File: src/hw/rtl/stq_pkg.sv
// package: types, codes and defaults shared by the sorted timer queue
`default_nettype none
package stq_pkg;

    localparam int TIMERS_DEF     = 8;
    localparam int DELAY_BITS_DEF = 24;
    localparam int TIME_BITS_DEF  = 48;

    localparam int MAX_OUT = 8;
    localparam int BUF_W   = $clog2(MAX_OUT);
    localparam int CNT_W   = $clog2(MAX_OUT + 1);

    localparam logic [1:0] MODE_TICK      = 2'd0;
    localparam logic [1:0] MODE_START_ONE = 2'd1;
    localparam logic [1:0] MODE_START_PER = 2'd2;
    localparam logic [1:0] MODE_STOP      = 2'd3;

    localparam logic [1:0] EV_EXPIRE  = 2'd0;
    localparam logic [1:0] EV_STARTED = 2'd1;
    localparam logic [1:0] EV_STOPPED = 2'd2;

    typedef struct packed {
        logic [1:0]  mode;
        logic [2:0]  timer_id;
        logic [23:0] delay_ms;
    } t_in_word;

    typedef struct packed {
        logic [1:0] event_res;
        logic [2:0] slot_id;
        logic       was_active;
        logic       last;
    } t_out_word;

endpackage
`default_nettype wire

File: src/hw/rtl/stq_ram.sv
// generic single-write, single-read ram with registered read data
`default_nettype none
module stq_ram #(
    parameter int WIDTH = 8,
    parameter int DEPTH = 8
) (
    input  wire logic                                    i_clk,
    input  wire logic                                    i_we,
    input  wire logic [(DEPTH > 1 ? $clog2(DEPTH) : 1)-1:0] i_waddr,
    input  wire logic [WIDTH-1:0]                        i_wdata,
    input  wire logic [(DEPTH > 1 ? $clog2(DEPTH) : 1)-1:0] i_raddr,
    output logic      [WIDTH-1:0]                        o_rdata
);
    logic [WIDTH-1:0] r_mem [DEPTH];

    always_ff @(posedge i_clk) begin
        if (i_we) begin
            r_mem[i_waddr] <= i_wdata;
        end
        o_rdata <= r_mem[i_raddr];
    end
endmodule
`default_nettype wire

File: src/hw/rtl/sorted_timer_queue_core.sv
// top level: sorted timer queue with deadline and period memories
// Usage:
//   Input channel i_in_valid / o_in_stall carries one word: a tick (time
//   advances one millisecond), a one-shot or periodic start, or a stop.
//   Output channel o_out_valid / i_out_stall carries result words: one
//   started/stopped word per command, one expiry word per due slot on a tick
//   (at most eight per tick), last set on the final word of an input.
//   The block works on one input at a time; o_in_stall is high until every
//   result of the current word has been handed to the output register.
//   A start removes the slot, writes its deadline and period, then walks
//   the list, reading one deadline at a time from the deadline ram. A tick
//   checks the head until the list is empty, eight words are buffered or
//   the head is not due, reinserting each due periodic slot by the same
//   walk, then emits its words; a stop removes the slot and emits its word.
//   A start or stop with an out-of-range slot and a tick with nothing due
//   give no word. When the receiver stalls, the output register holds its
//   word and emission waits. Reset clears the time, the queue and the
//   active bits; the rams need no clearing.
`default_nettype none
module sorted_timer_queue_core
    import stq_pkg::*;
#(
    parameter int TIMERS     = TIMERS_DEF,
    parameter int DELAY_BITS = DELAY_BITS_DEF,
    parameter int TIME_BITS  = TIME_BITS_DEF
) (
    input  wire logic      i_clk,
    input  wire logic      i_rst_n,
    input  wire logic      i_in_valid,
    output logic           o_in_stall,
    input  wire t_in_word  i_in_word,
    output logic           o_out_valid,
    input  wire logic      i_out_stall,
    output t_out_word      o_out_word
);
    localparam int SW = (TIMERS > 1) ? $clog2(TIMERS) : 1;
    localparam int CW = $clog2(TIMERS + 1);

    typedef enum logic [7:0] {
        S_IDLE     = 8'b0000_0001,
        S_CMD      = 8'b0000_0010,
        S_LINK_RD  = 8'b0000_0100,
        S_LINK_CMP = 8'b0000_1000,
        S_INSERT   = 8'b0001_0000,
        S_TK_RD    = 8'b0010_0000,
        S_TK_CMP   = 8'b0100_0000,
        S_EMIT     = 8'b1000_0000
    } t_state;

    t_state                r_state, n_state;
    logic [TIME_BITS-1:0]  r_now, n_now;
    logic [CW-1:0]         r_len, n_len;
    logic [TIMERS-1:0]     r_active, n_active;
    logic [SW-1:0]         r_order [TIMERS];
    logic [SW-1:0]         n_order [TIMERS];
    logic [1:0]            r_mode, n_mode;
    logic [SW-1:0]         r_sid, n_sid;
    logic [DELAY_BITS-1:0] r_dly, n_dly;
    logic [TIME_BITS-1:0]  r_new_dl, n_new_dl;
    logic [SW-1:0]         r_ins, n_ins;
    logic [CW-1:0]         r_idx, n_idx;
    logic                  r_tick, n_tick;
    t_out_word             r_buf [MAX_OUT];
    t_out_word             n_buf [MAX_OUT];
    logic [CNT_W-1:0]      r_cnt, n_cnt;
    logic [BUF_W-1:0]      r_ei, n_ei;
    logic                  r_out_valid, n_out_valid;
    t_out_word             r_out, n_out;

    logic                  in_acc;
    logic                  dl_we, per_we;
    logic [SW-1:0]         ram_waddr, ram_raddr;
    logic [TIME_BITS-1:0]  dl_wdata, dl_rdata;
    logic [DELAY_BITS-1:0] per_wdata, per_rdata;

    logic [SW-1:0]         u_slot;
    logic                  u_found;
    logic [CW-1:0]         u_pos;
    logic [SW-1:0]         u_order [TIMERS];

    stq_ram #(.WIDTH(TIME_BITS), .DEPTH(TIMERS)) u_dl_ram (
        .i_clk  (i_clk),
        .i_we   (dl_we),
        .i_waddr(ram_waddr),
        .i_wdata(dl_wdata),
        .i_raddr(ram_raddr),
        .o_rdata(dl_rdata)
    );

    stq_ram #(.WIDTH(DELAY_BITS), .DEPTH(TIMERS)) u_per_ram (
        .i_clk  (i_clk),
        .i_we   (per_we),
        .i_waddr(ram_waddr),
        .i_wdata(per_wdata),
        .i_raddr(ram_raddr),
        .o_rdata(per_rdata)
    );

    assign o_in_stall  = (r_state != S_IDLE);
    assign in_acc      = i_in_valid && !o_in_stall;
    assign o_out_valid = r_out_valid;
    assign o_out_word  = r_out;

    // removal of one slot from the ordered list
    always_comb begin
        u_slot  = (r_state == S_TK_CMP) ? r_order[0] : r_sid;
        u_found = 1'b0;
        u_pos   = '0;
        for (int i = 0; i < TIMERS; i++) begin
            if (!u_found && (CW'(i) < r_len) && (r_order[i] == u_slot)) begin
                u_found = 1'b1;
                u_pos   = CW'(i);
            end
        end
        u_order = r_order;
        for (int i = 0; i < TIMERS - 1; i++) begin
            if (u_found && (CW'(i) >= u_pos)) begin
                u_order[i] = r_order[i+1];
            end
        end
    end

    always_comb begin
        n_state     = r_state;
        n_now       = r_now;
        n_len       = r_len;
        n_active    = r_active;
        n_order     = r_order;
        n_mode      = r_mode;
        n_sid       = r_sid;
        n_dly       = r_dly;
        n_new_dl    = r_new_dl;
        n_ins       = r_ins;
        n_idx       = r_idx;
        n_tick      = r_tick;
        n_buf       = r_buf;
        n_cnt       = r_cnt;
        n_ei        = r_ei;
        n_out       = r_out;
        n_out_valid = r_out_valid;
        dl_we       = 1'b0;
        per_we      = 1'b0;
        ram_waddr   = r_sid;
        ram_raddr   = r_order[0];
        dl_wdata    = r_now + TIME_BITS'(r_dly);
        per_wdata   = (r_mode == MODE_START_PER) ? r_dly : '0;

        if (r_out_valid && !i_out_stall) begin
            n_out_valid = 1'b0;
        end

        unique case (r_state)
            S_IDLE: begin
                if (in_acc) begin
                    n_mode = i_in_word.mode;
                    n_sid  = SW'(i_in_word.timer_id);
                    n_dly  = DELAY_BITS'(i_in_word.delay_ms);
                    n_cnt  = '0;
                    n_ei   = '0;
                    if (i_in_word.mode == MODE_TICK) begin
                        n_now   = r_now + TIME_BITS'(1);
                        n_state = S_TK_RD;
                    end else if (32'(i_in_word.timer_id) < TIMERS) begin
                        n_state = S_CMD;
                    end
                end
            end
            S_CMD: begin
                n_order           = u_order;
                if (u_found) begin
                    n_len = r_len - CW'(1);
                end
                n_active[r_sid]   = 1'b0;
                n_buf[0].event_res  = (r_mode == MODE_STOP) ? EV_STOPPED : EV_STARTED;
                n_buf[0].slot_id    = 3'(r_sid);
                n_buf[0].was_active = r_active[r_sid];
                n_buf[0].last       = 1'b0;
                n_cnt             = CNT_W'(1);
                if (r_mode == MODE_STOP) begin
                    n_state = S_EMIT;
                end else begin
                    dl_we    = 1'b1;
                    per_we   = 1'b1;
                    n_new_dl = dl_wdata;
                    n_ins    = r_sid;
                    n_idx    = '0;
                    n_tick   = 1'b0;
                    n_state  = S_LINK_RD;
                end
            end
            S_LINK_RD: begin
                if (r_idx == r_len) begin
                    n_state = S_INSERT;
                end else begin
                    ram_raddr = r_order[r_idx[SW-1:0]];
                    n_state   = S_LINK_CMP;
                end
            end
            S_LINK_CMP: begin
                if (dl_rdata >= r_new_dl) begin
                    n_state = S_INSERT;
                end else begin
                    n_idx   = r_idx + CW'(1);
                    n_state = S_LINK_RD;
                end
            end
            S_INSERT: begin
                for (int i = 1; i < TIMERS; i++) begin
                    if (CW'(i) > r_idx) begin
                        n_order[i] = r_order[i-1];
                    end
                end
                n_order[r_idx[SW-1:0]] = r_ins;
                n_len           = r_len + CW'(1);
                n_active[r_ins] = 1'b1;
                n_state         = r_tick ? S_TK_RD : S_EMIT;
            end
            S_TK_RD: begin
                if ((r_cnt == CNT_W'(MAX_OUT)) || (r_len == '0)) begin
                    n_state = (r_cnt == '0) ? S_IDLE : S_EMIT;
                end else begin
                    n_state = S_TK_CMP;
                end
            end
            S_TK_CMP: begin
                if (dl_rdata > r_now) begin
                    n_state = (r_cnt == '0) ? S_IDLE : S_EMIT;
                end else begin
                    n_order                = u_order;
                    n_len                  = r_len - CW'(1);
                    n_active[r_order[0]]   = 1'b0;
                    n_buf[r_cnt[BUF_W-1:0]].event_res  = EV_EXPIRE;
                    n_buf[r_cnt[BUF_W-1:0]].slot_id    = 3'(r_order[0]);
                    n_buf[r_cnt[BUF_W-1:0]].was_active = 1'b1;
                    n_buf[r_cnt[BUF_W-1:0]].last       = 1'b0;
                    n_cnt                  = r_cnt + CNT_W'(1);
                    if (per_rdata != '0) begin
                        dl_we     = 1'b1;
                        ram_waddr = r_order[0];
                        dl_wdata  = dl_rdata + TIME_BITS'(per_rdata);
                        n_new_dl  = dl_wdata;
                        n_ins     = r_order[0];
                        n_idx     = '0;
                        n_tick    = 1'b1;
                        n_state   = S_LINK_RD;
                    end else begin
                        n_state = S_TK_RD;
                    end
                end
            end
            S_EMIT: begin
                if (!r_out_valid || !i_out_stall) begin
                    n_out       = r_buf[r_ei];
                    n_out.last  = ({1'b0, r_ei} == (r_cnt - CNT_W'(1)));
                    n_out_valid = 1'b1;
                    if (n_out.last) begin
                        n_state = S_IDLE;
                    end else begin
                        n_ei = r_ei + BUF_W'(1);
                    end
                end
            end
            default: n_state = S_IDLE;
        endcase
    end

    always_ff @(posedge i_clk) begin
        if (!i_rst_n) begin
            r_state     <= S_IDLE;
            r_now       <= '0;
            r_len       <= '0;
            r_active    <= '0;
            r_out_valid <= 1'b0;
        end else begin
            r_state     <= n_state;
            r_now       <= n_now;
            r_len       <= n_len;
            r_active    <= n_active;
            r_out_valid <= n_out_valid;
        end
    end

    always_ff @(posedge i_clk) begin
        r_order  <= n_order;
        r_mode   <= n_mode;
        r_sid    <= n_sid;
        r_dly    <= n_dly;
        r_new_dl <= n_new_dl;
        r_ins    <= n_ins;
        r_idx    <= n_idx;
        r_tick   <= n_tick;
        r_buf    <= n_buf;
        r_cnt    <= n_cnt;
        r_ei     <= n_ei;
        r_out    <= n_out;
    end

    a_len_bound: assert property (@(posedge i_clk) disable iff (!i_rst_n)
        32'(r_len) <= TIMERS)
        else $error("list length beyond slot count");

    a_active_count: assert property (@(posedge i_clk) disable iff (!i_rst_n)
        $countones(r_active) == 32'(r_len))
        else $error("active bits disagree with list length");

    a_emit_nonempty: assert property (@(posedge i_clk) disable iff (!i_rst_n)
        (r_state == S_EMIT) |-> (r_cnt != '0))
        else $error("emit with no buffered word");

    a_insert_room: assert property (@(posedge i_clk) disable iff (!i_rst_n)
        (r_state == S_INSERT) |-> (32'(r_len) < TIMERS))
        else $error("insert into full list");

endmodule
`default_nettype wire

File: config.mk
export PLATFORM = sky130hd
export DESIGN_NAME = sorted_timer_queue_core
export DESIGN_NICKNAME = d
export VERILOG_FILES = /design/src/hw/rtl/stq_pkg.sv /design/src/hw/rtl/stq_ram.sv /design/src/hw/rtl/sorted_timer_queue_core.sv
export SDC_FILE = /design/constraint.sdc
export NUM_CORES = 2
export LEC_CHECK = 0
export BUFFER_PORTS_ARGS = -buffer_cell sky130_fd_sc_hd__buf_2
export CAP_MARGIN = 25
export CELL_PAD_IN_SITES_DETAIL_PLACEMENT = 1
export CELL_PAD_IN_SITES_GLOBAL_PLACEMENT = 1
export CORE_ASPECT_RATIO = 0.8
export CORE_UTILIZATION = 35
export DETAILED_ROUTE_END_ITERATION = 12
export GPL_TIMING_DRIVEN = 0
export PLACE_DENSITY = 0.67
export SYNTH_ARGS = -nofsm -noshare
export SYNTH_HDL_FRONTEND = slang
export SYNTH_SLANG_ARGS = --single-unit
File: constraint.sdc
create_clock -name i_clk -period 5.5 [get_ports i_clk]
set_input_delay 0.55 -clock i_clk [delete_from_list [all_inputs] [get_ports i_clk]]
set_output_delay 0.55 -clock i_clk [all_outputs]
set_load 0.01 [all_outputs]
* After elaboration in Yosys (flattened, before gate mapping)
Memory sizes are Yosys's and may differ from the RTL's. A register that Yosys moved wholly into a read port is not among the register bits.
Index checks and enable logic that the tools add are counted.
** Storage, ports and cells
- Bits in registers :: 248
- Latch bits :: 0
- Bits in writable memories :: 576
- ROM bits :: 0
- Input port bits :: 33
- Output and inout bits :: 9
- Logic and storage cells :: 343
- Memories :: 2
** Memory list
- u_dl_ram.r_mem :: words 8, bits a word 48, read ports 1, clocked after memory_dff 1, wr ports 1, line stq_ram.sv:14 : logic [WIDTH-1:0] r_mem [DEPTH];
- u_per_ram.r_mem :: words 8, bits a word 24, read ports 1, clocked after memory_dff 1, wr ports 1, line stq_ram.sv:14
** Cells by class
- Add/sub/neg operators :: 9
- Multipliers :: 0
- Divide/modulo/power cells :: 0
- Order comparisons :: 35
- Eq/ne operators :: 31
- Shifts and indexed selects :: 0
- Muxes and demuxes :: 134
- Bitwise gates (word level) :: 11
- Reduce and logical (&&, ||, !) cells :: 63
** Operators by type and width (count)
- $mux W48 :: 6
- $bwmux W56 :: 4
- $mux W3 :: 36
- $add A48 B24 Y48 :: 2
- $pmux W48 S2 :: 1
- $demux W7 S3 :: 4
- $mux W8 :: 9
- $pmux W24 S3 :: 1
- $pmux W8 S8 :: 1
- $mux W4 :: 14
- $mux W56 :: 1
- $add A48 B1 Y48 const B :: 1
- $ge A48 B48 Y1 :: 1
- $gt A48 B48 Y1 :: 1
- $mux W24 :: 2
- $pmux W4 S3 :: 3
- $logic_and A1 B1 Y1 :: 29
- $mux W1 :: 28
- $bwmux W24 :: 1
- $eq A3 B3 Y1 :: 8
- $pmux W8 S3 :: 1
- $reduce_bool A24 Y1 :: 1
- $bmux W7 S3 :: 1
- $mux W7 :: 3
- other kinds (56) :: 124

* Depth between registers and ports, before layout
- Word-level depth :: 38
- Mapped depth :: 14
- Depth with buffers taken out :: 11

* By module
Synthesis repeated with hierarchy kept, for this count alone.
** Second synthesis, totals
- Cells, all modules :: 2860
- Area, all modules :: 40431.3 µm²
** Modules (own cells, without submodules)
- sorted_timer_queue_core :: times used 1, cells an instance 1930, area an instance 17013.8 µm², seq. area each 5885.6 µm²
- stq_ram (u_dl_ram) :: times used 1, cells an instance 616, area an instance 15620.0 µm², seq. area each 12492.0 µm²
- stq_ram (u_per_ram) :: times used 1, cells an instance 314, area an instance 7797.5 µm², seq. area each 6246.0 µm²

* Least setup slack after synthesis
No wires, ideal clock.
- Kind :: register to register
- From :: reg r_state[0]
- To :: mem u_dl_ram.r_mem[4][0] in the netlist's numbering (enable)
- Library setup time :: 0.387 ns
- Data arrival time :: 4.305 ns
- Required time :: 5.113 ns
- Path slack :: 0.807 ns
- Cell stages (with the launch flop) :: 8
- Path buffers :: 0
- Period minus slack after synthesis :: 4.693 ns
- Path through :: dfxtp_1 or4_1 nor3_1 nand3b_1 a21oi_1 nand2_1 nor3_1 a31o_2
** On the way
- Word-level cells in the longest chain between the ends :: 4
- Elaborated cells between the ends (all ways) :: 6
- Those cells by class :: 2 x eq/ne; 4 x mux
** RTL lines
- from (decl) :: line sorted_timer_queue_core.sv:50 : t_state r_state, n_state;
- from (signal assigned) :: line sorted_timer_queue_core.sv:275 : r_state <= n_state;
- $eq A8 B7 Y1 or $eq A8 B2 Y1 (tied branches) :: line sorted_timer_queue_core.sv:152 : unique case (r_state)
- $pmux W1 S2 :: line sorted_timer_queue_core.sv:152
- $mux W1 :: line stq_ram.sv:17 : if (i_we) begin
- $mux W1 (not written as such) :: line stq_ram.sv:18 : r_mem[i_waddr] <= i_wdata;
- to (decl) :: line stq_ram.sv:14
Parallel ways exist; a longest one is shown, timed or not.

* Final worst setup path
- From :: reg r_now[41]
- To :: mem u_dl_ram.r_mem[3][26] in the netlist's numbering (data pin)
** On the way
- Word-level cells in the longest chain between the ends :: 3
** RTL lines
- from (decl) :: line sorted_timer_queue_core.sv:51 : logic [TIME_BITS-1:0] r_now, n_now;
- from (signal assigned) :: line sorted_timer_queue_core.sv:276 : r_now <= n_now;
- $gt A48 B48 Y1 :: line sorted_timer_queue_core.sv:226 : if (dl_rdata > r_now) begin
- $mux W48 :: line sorted_timer_queue_core.sv:226
- $mux W48 :: line sorted_timer_queue_core.sv:152
- net dl_wdata[26] :: line sorted_timer_queue_core.sv:73 : logic [TIME_BITS-1:0] dl_wdata, dl_rdata;
The timed path passes the listed nets, and every way through them passes these cells.

==> results.py <==
metrics = {
    "worst_setup_path": {
        "crit_family": "compound AO/OA/AOI/OAI gates",
        "critPathMaxStageDelay_ns": 0.86,
        "crit_end": "u_dl_ram.r_mem[3][26]",
        "path_max_fanout": 10,
        "worst_r2r_path_depth": 13,
        "crit_start": "r_now[41]",
        "crit_path_frequent_cell": "clkbuf_1",
        "slowest_stage": "clkdlybuf4s15_1",
        "worstSetupPathType": "flop to flop",
        "reg2reg_to": "u_dl_ram.r_mem[3][26]",
        "crit_cells": 13,
        "start_kind": "flop",
        "cp.required_ns": 5.86,
        "cp.arrival_ns": 5.63,
        "r2r-start": "r_now[41]",
        "crit_buf_inv": 4,
        "cp_cell_sequence": "clkbuf_1 > inv_1 > ha_1 > nand4_1 > nor3_1 > a221oi_1 > o21ai_0 > or3_1 > clkbuf_1 > a211oi_4 > clkdlybuf4s15_1 > nor2_1 > a21oi_1",
        "rrSetupSlack_ns": 0.24,
        "endpoint_kind": "flop",
    },
    "routing": {
        "ant_nets": 0,
        "drc": 0,
        "detail_route.wl_per_cell_um": 25.0,
        "drt_iter0_markers": 2282,
        "first_pass_iters": 5,
        "vias": 27400,
        "wl_um": 125000,
        "vias_per_cell": 5.47,
    },
    "timing": {
        "fin_crit_ns": 5.26,
        "setup_violations": 0,
        "rsz0062_at_grt": "false",
        "tns_ns": 0,
        "worst_pin_slew_ns": 1.12,
        "hold_violations": 0,
        "setup_ws_ns": 0.236,
        "fmax_mhz": 190,
        "period_share_pct": 95.7,
        "clock-skew-final_ns": 0.0387,
        "relSlewSlack_pct": 25.1,
        "maxSlewViolCount": 0,
    },
    "pwr": {
        "total_power_mw": 15.1,
        "p_int_mw": 11.3,
        "ir_worst_vdd_uv": 239,
        "powerDensity_nw_per_um2": 315,
        "power_frac_seq_pct": 50.0,
        "swShare_pct": 25.0,
        "p_sw_mw": 3.77,
        "total_leakage_power_nw": 17.3,
        "share_comb_of_total_power_pct": 8.8,
        "power_frac_clock_pct": 41.1,
    },
    "placed_design": {
        "io_buffer_count": 41,
        "place_congestion": 0.909,
        "dpl.cell_count": 4820,
        "post-place-ws_ns": -0.00953,
        "dpl.hpwl_um": 89200,
    },
    "die": {
        "die_x_um": 389,
        "die_area_um2": 121000,
        "io_pins": 42,
        "core_um2": 119000,
        "start_util_pct": 35.3,
        "fp.dieH_um": 312,
        "fp-row-count": 113,
    },
    "synthesis": {
        "syn_area_per_cell_um2": 13.1,
        "async_flop_share_pct": 0,
        "netlist_area_um2": 42000,
        "synth_edf_count": 726,
        "yosys_warnings": 0,
        "synth_nets": 3392,
        "ys_ff_latch": 867,
        "netlist_instances": 3203,
        "yosysSeqAreaShare_pct": 58.7,
        "ys.flop_type": "edfxtp_1",
        "yosysUniqueCellTypes": 94,
    },
    "final_layout": {
        "fin_cells": 5017,
        "final_util_pct": 40.5,
        "fill_cells": 12400,
        "synthToLayoutAreaGrowth_pct": 14.5,
        "final_nets": 3577,
        "antennaDiodeCount": 0,
        "layout-drive-gt1-share_pct": 11.6,
    },
    "worst_hold_path": {
        "hp-class": "primary input to flop",
    },
    "grt": {
        "grt_start_max_net_pins": 37,
        "grt_pass1_vias": 28000,
        "track_usage_pct": 20.5,
        "grt_pass1_wl_um": 185000,
        "antenna_found_initial": 4,
        "overflow": 0,
    },
    "flow_run": {
        "cap_violations": 0,
    },
    "clocking": {
        "cts_setup_buffers": 0,
        "path_clk_slew_ns": 0.06,
        "clk_path_buf_depth": 3,
        "tritoncts.num_buffers": 89,
        "clock_tree.root_cell": "clkbuf_16",
        "clkSinkCount": 867,
        "htree_levels": 3,
        "clock_latency_ns": 0.72,
        "cts_tree": "yes",
    },
    "run_status": {
        "status": "completed",
    },
}
==> metrics by stage <==
step           cell area, um^2  hold WS, ns
2_1_floorplan            42000        0.445
3_3_place_gp             44100        0.456
3_5_place_dp             44700        0.461
4_1_cts                  48000        0.105
5_1_grt                  48100        0.137
6_report                 48100        0.162
==> area by class of cell <==
class / count / area (um^2) / share of cell area [%]
Clock buffer: 120 / 2440 / 5.09
Multi-Input combinational cell: 2050 / 16200 / 33.7
Tap cell: 1552 / 1940 / 4.04
Timing Repair Buffer: 95 / 970 / 2.02
Clock inverter: 48 / 576 / 1.20
Sequential cell: 867 / 24600 / 51.2
Buffer: 148 / 805 / 1.67
Inverter: 137 / 514 / 1.07
==> what timing repair did <==
action,in CTS,in global routing
setup endpoints to repair,48,38
hold endpoints to repair,27,0
resized for setup,2,3
hold buffers,27,0
cloned,0,0
==> cell usage in the layout, fill, tap and decap left out, drive strengths merged, types with 16 or more instances in the layout <==
master / synthesis / routed
a221oi: 17 / 17
or3: 22 / 22
o21ai: 111 / 111
a211oi: 19 / 19
clkbuf: 83 / 203
o21a: 16 / 16
ha: 154 / 154
a31oi: 17 / 17
and3: 24 / 24
dfxtp: 141 / 141
nand3: 60 / 60
edfxtp: 726 / 726
dlygate4sd3: 0 / 27
nor3: 59 / 59
buf: 66 / 132
mux2: 81 / 81
mux2i: 494 / 494
o31ai: 18 / 18
nand2b: 16 / 16
xor2: 44 / 44
xnor2: 117 / 117
nand2: 149 / 149
and2: 48 / 48
a21o: 36 / 36
o211ai: 16 / 16
nor2: 161 / 161
a21oi: 135 / 135
nor4: 36 / 36
nand4: 49 / 49
clkinv: 2 / 33
inv: 135 / 141
==> power groups by stage <==
stage          combinational, mW  sequential, mW  clock, mW
6_report                    1.33            7.56       6.22
5_1_grt                     1.46            7.57       6.58
4_1_cts                     1.33            7.56       6.35
3_5_place_dp                1.30            7.69          0
3_3_place_gp                1.23            7.70          0
2_1_floorplan              0.870            7.58          0
==> state kept, by name, indices dropped and copies added, names as in the netlist, 24 cells and up <==
name               count
r_buf                 27
r_dly                 24
r_new_dl              48
r_now                 48
r_order               24
u_dl_ram.o_rdata      48
u_dl_ram.r_mem       384
u_per_ram.o_rdata     24
u_per_ram.r_mem      192
==> how the worst min path moves through the flow <==
stage	start	to	depth (start not counted)
global placement	r_active[3]	r_active[3]	2
global route	i_in_word[27]	r_mode[0]	1
detailed placement	r_active[3]	r_active[3]	2
CTS	i_in_word[28]	r_mode[1]	1
finish	i_in_word[27]	r_mode[0]	1
floorplan	r_active[4]	r_active[4]	2
==> cell families (layout without fill, tap and decap cells) <==
group | Yosys count | in the layout | synth area share, %
mux | 585 | 585 | 14.5
compound gates | 463 | 463 | 7.15
xor+xnor | 161 | 161 | 3.36
buf+inv | 286 | 548 | 3.13
fa+ha+maj | 156 | 156 | 4.69
simple gates | 685 | 685 | 8.48
flops | 867 | 867 | 58.7
==> layer usage <==
layer / global-route usage (%) / share of wire [%] / up-vias
li1: - / - / 12500
met1: 30.7 / 49 / 14100
met2: 30.7 / 43 / 747
met3: 2.93 / 5.4 / 168
met4: 6.14 / 2.6 / 2
met5: 0 / 0.016 / -
==> synth_stat cells (8+ instances only) <==
master | number | area share (%)
xor2_1 | 44 | 0.92
a221oi_1 | 17 | 0.35
mux4_2 | 10 | 0.54
and3_1 | 24 | 0.36
o21a_1 | 16 | 0.29
o211ai_1 | 16 | 0.29
nor2b_1 | 8 | 0.12
or3_1 | 22 | 0.33
o31ai_1 | 18 | 0.32
inv_1 | 135 | 1.2
dfxtp_1 | 141 | 6.7
and4_1 | 10 | 0.21
buf_6 | 27 | 0.72
a21oi_1 | 135 | 1.6
edfxtp_1 | 726 | 52
nor2_1 | 160 | 1.4
and2_1 | 47 | 0.70
nor3b_1 | 10 | 0.18
mux2_2 | 81 | 2.2
mux2i_1 | 494 | 12
nand2b_1 | 16 | 0.24
nand4_1 | 49 | 0.73
a21o_1 | 36 | 0.64
xnor2_1 | 117 | 2.4
nand3_1 | 60 | 0.72
o21ai_1 | 9 | 0.11
buf_1 | 10 | 0.089
buf_2 | 28 | 0.33
ha_1 | 154 | 4.6
o21ai_0 | 100 | 1.2
nor4_1 | 33 | 0.49
nor3_1 | 57 | 0.68
a31oi_1 | 17 | 0.25
nand2_1 | 149 | 1.3
clkbuf_1 | 83 | 0.74
a211oi_1 | 17 | 0.30
Power figures use the tool's default switching activity.
